<file path="config.mk">
export PLATFORM = sky130hd
export DESIGN_NAME = spr_front
export DESIGN_NICKNAME = d
export VERILOG_FILES = /design/src/spr_pkg.sv /design/src/spr_front.sv
export SDC_FILE = /design/constraint.sdc
export NUM_CORES = 1
export LEC_CHECK = 0
export BUFFER_PORTS_ARGS = -buffer_cell sky130_fd_sc_hd__buf_4
export CORE_MARGIN = 2
export CORE_UTILIZATION = 40
export CTS_CLUSTER_DIAMETER = 30
export DETAILED_ROUTE_END_ITERATION = 16
export GPL_TIMING_DRIVEN = 0
export PLACE_DENSITY_LB_ADDON = 0.2
export RECOVER_POWER = 100
export SLEW_MARGIN = 30
export SYNTH_ARGS = -nofsm -noshare
export SYNTH_HDL_FRONTEND = slang
export SYNTH_SLANG_ARGS = --single-unit
</file>
<file path="constraint.sdc">
create_clock -name clock -period 2.9 [get_ports clock]
set_input_delay 0.58 -clock clock [delete_from_list [all_inputs] [get_ports clock]]
set_output_delay 0.58 -clock clock [all_outputs]
set_load 0.005 [all_outputs]
</file>
<file path="src/spr_pkg.sv">
// Package for the stacked priority relocation state block.
// Shared types, codes and defaults; no dependencies.
package spr_pkg;

   localparam int STACKS_DEF    = 16;
   localparam int TIERS_DEF     = 64;
   localparam int PRIO_BITS_DEF = 8;

   typedef enum logic [1:0] {
      KIND_LOAD  = 2'd0,
      KIND_RELOC = 2'd1,
      KIND_RETR  = 2'd2,
      KIND_QUERY = 2'd3
   } kind_type;

   typedef enum logic [2:0] {
      STAT_OK     = 3'd0,
      STAT_EMPTY  = 3'd1,
      STAT_FULL   = 3'd2,
      STAT_NORETR = 3'd3,
      STAT_INDEX  = 3'd4
   } status_type;

   typedef enum logic [1:0] {
      CSR_STACKS = 2'd0,
      CSR_TIERS  = 2'd1,
      CSR_MAXPRI = 2'd2
   } csr_index_type;

   typedef enum logic [2:0] {
      BK_IDLE,
      BK_CHECK,
      BK_POP,
      BK_POPLD,
      BK_SIFT,
      BK_PUSH,
      BK_REPORT
   } back_state_type;

   typedef struct packed {
      kind_type    kind;
      logic [3:0]  src;
      logic [3:0]  dst;
      logic [7:0]  prio;
      logic [15:0] ts;
   } item_type;

   typedef struct packed {
      logic     valid;
      item_type item;
   } queue_out_type;

endpackage

</file>
<file path="src/spr_front.sv">
// Front end: takes request transfers, decodes the kind, queues two items.
// Depends on spr_pkg.
module spr_front import spr_pkg::*; (
   input  logic          clock,
   input  logic          reset,
   input  logic          start,
   output logic          busy,
   input  logic [1:0]    req_kind,
   input  logic [3:0]    req_source_stack,
   input  logic [3:0]    req_dest_stack,
   input  logic [7:0]    req_priority_req,
   input  logic [15:0]   req_time_stamp,
   output queue_out_type q_out,
   input  logic          q_deq
);

   item_type   entry_ff [2];
   logic       wptr_ff, wptr_in;
   logic       rptr_ff, rptr_in;
   logic [1:0] count_ff, count_in;
   logic       push;
   item_type   item_in;

   always_comb begin
      item_in.src  = req_source_stack;
      item_in.dst  = req_dest_stack;
      item_in.prio = req_priority_req;
      item_in.ts   = req_time_stamp;
      item_in.kind = kind_type'(req_kind);
   end

   assign busy = (count_ff == 2'd2);
   assign push = start && !busy;

   always_comb begin
      wptr_in  = push ? !wptr_ff : wptr_ff;
      rptr_in  = (q_deq && q_out.valid) ? !rptr_ff : rptr_ff;
      count_in = count_ff + 2'(push) - 2'(q_deq && q_out.valid);
   end

   always_ff @(posedge clock) begin
      if (reset) begin
         wptr_ff  <= 1'b0;
         rptr_ff  <= 1'b0;
         count_ff <= 2'd0;
      end else begin
         wptr_ff  <= wptr_in;
         rptr_ff  <= rptr_in;
         count_ff <= count_in;
      end
      if (push) begin
         entry_ff[wptr_ff] <= item_in;
      end
   end

   assign q_out.valid = (count_ff != 2'd0);
   assign q_out.item  = entry_ff[rptr_ff];

endmodule

</file>
==> run metrics <==
outcome=finished with violations; failing checks=DRC, capacitance limit, slew limit; peak supply drop=0.628 mV; Post-synth top flop=edfxtp_1; Synth top area share=76.2%; synthesized area per cell=20.3 um2; actual slew at the worst max-slew pin=1.66 ns; CP required=2.32 ns; met2 usage=22.9%; n_diodes=0; CTS root buffer=clkbuf_8; post-CTS sizing=0; # DRC=6; routing usage on met1=14.3%; Global Route met3 Usage=5.29%; most used routing layer=met2; Final setup viols=0; Max-cap violations=1; first-pass GRT wire length=7.23 mm; Synth Register Bits=73; 1st-iter DRT viols=66; vias in the first global route=1539; # IOs=74; Tot GR Track Use=13.3%; reg-to-reg endpoint=entry_ff[0][0]$_DFFE_PP_; Setup TNS=0 ns; final cell count without fillers=298; CP Launch Type=flop; hold_ws=0.446 ns; count of final max-slew check failures=35; Synth Instances=132; leak pwr=1.28 nW; worst hold path type=input pin to flop; WL/cell=15.7 um; proportion of layout cells with a drive suffix above 1=51.1%; Mapped Area=2680 um2; dpl cells=282; die area=7370 um2; Hold Path Depth=2; most frequent cells after synthesis=edfxtp_1 (68), mux2_2 (34), dfxtp_1 (5); Cell Rows=29; fin nets=256; Initial DRT Pass Iterations=13; clk_skew=0.0112 ns; power density cells=782 nW/um2; CTS hold repair buffers=0; pre-CTS setup slack=0.798 ns; warnings from Yosys=0; fmax=0.426 GHz; remaining global-route overflow=0; CTS Sinks=73; worst r2r path cells=4; Vias/cell=4.75; PnR worst setup slack=0.551 ns; Final Cycle Share=81.0%; Port Buffers=73; Detailed Route WL=4.66 mm; Initial Utilization=41.7%; asr flop ratio synth=0%; die height=85.8 um; reg2reg start=count_ff[0]$_SDFF_PP0_; R2R Setup Slk=0.58 ns; fin crit period=2.35 ns; Max Buffers Root-to-Sink=2; total CTS buffers=9; sequential share of the synthesized area=80.0%; Crit Path Category=flop to output pin; Post-synth EDFFs=68; most frequent cell after synthesis=edfxtp_1; pin count of the biggest net entering global routing=35; Clk pin slew, worst setup/hold paths=0.06 ns; max_slew headroom=-10.9%; Post-Syn Nets=172; Final Hold Vio Count=0; core area=6420 um2; Area contributors post-synth=edfxtp_1 (76%), mux2_2 (14%), dfxtp_1 (3.7%); H-tree depth=3; post-DP HPWL=3.00 mm; unrepaired setup endpoints after global routing=false; Worst Path Max Fanout=10; Vias=1415; Yosys top cell by area=edfxtp_1; DIE WIDTH=85.8 um; Post-CTS Setup Inserts=0; crit path capture type=output pin; Final GP Congestion=0.735; hold_sp=reset; clk_lat worst skew=0.33 ns; initial antenna violation count=0; worst endpoint data arrival time=1.77 ns; synthesis-to-finish area growth=28.1%; TritonCTS clock tree=built; Detail Route Antenna Nets=0; synth unique cells=19
sequential cells by signal (all words and copies together), names as in the netlist, named ones only:
| name | count |
|---|---|
| entry_ff | 68 |
| wptr_ff | 1 |
| rptr_ff | 1 |
| count_ff | 2 |
metal layers:
| metal | wire (um) | vias up |
|---|---|---|
| met1 | 1900 | 693 |
| met4 | 40 | 0 |
| met2 | 2450 | 45 |
| li1 | - | 672 |
| met3 | 271 | 5 |
| met5 | 0 | - |
critical path, stage by stage, from the launching register on:
cell      delay [ns]
dfxtp_1         0.30
clkbuf_1        0.29
buf_2           0.33
mux2_2          0.38
clkbuf_4        0.14
cell families after synthesis:
family                     Yosys count  synth area share, %
xor gates and xnor gates             3                0.981
buffers and inverters                8                 1.31
DFF                                 73                 80.0
AOI/OAI and AO/OA                    3                0.654
muxes                               34                 14.3
and+or+nand+nor                      9                 1.87
adders and majority gates            2                0.934
placed cells by master, fill, tap and decap left out, drive strengths merged, types with 2 or more instances in the layout:
master,n
inv,4
mux2,34
buf,10
clkbuf,79
ha,2
clkinv,4
dfxtp,5
edfxtp,68
xnor2,2
nor2,3
metrics by stage:
stage          instance area (um2)  utilization (%)  total power [mW]
4_1_cts                       3480             54.2              2.75
6_report                      3430             53.4              2.68
3_3_place_gp                  3320             51.7              2.07
2_1_floorplan                 2680                -              1.74
3_5_place_dp                  3320             51.7              2.10
5_1_grt                       3430             53.4              2.82
final cells by class:
type                       count  area [um2]
buffer                         4        18.8
clock buffer                  12         135
clock inverter                 4        20.0
fill                         541        2990
inverter                       4        15.0
multi-input combinational     51         500
sequential                    73        2140
tap                           77        96.3
timing repair buffer          73         503
how the worst max path moves through the flow:
stage                                       from                         to  cells past startpoint
after global placement                     start  entry_ff[0][18]$_DFFE_PP_                      4
after global routing      count_ff[0]$_SDFF_PP0_   entry_ff[0][0]$_DFFE_PP_                      4
after CTS                                   flop                  q_out[21]                      4
after floorplan                            start   entry_ff[0][0]$_DFFE_PP_                      3
final                                       flop                  q_out[25]                      4
after detailed placement                   start  entry_ff[0][22]$_DFFE_PP_                      4
report_power, final:
group	switching, mW	internal [mW]	total (mW)	leakage [nW]
Combinational	0.300	0.380	0.680	0.522
Sequential	0.0402	1.31	1.36	0.677
Clock	0.342	0.306	0.648	0.0839
Total	0.683	2.00	2.68	1.28
Note: power is estimated with default switching activity, not from simulation.
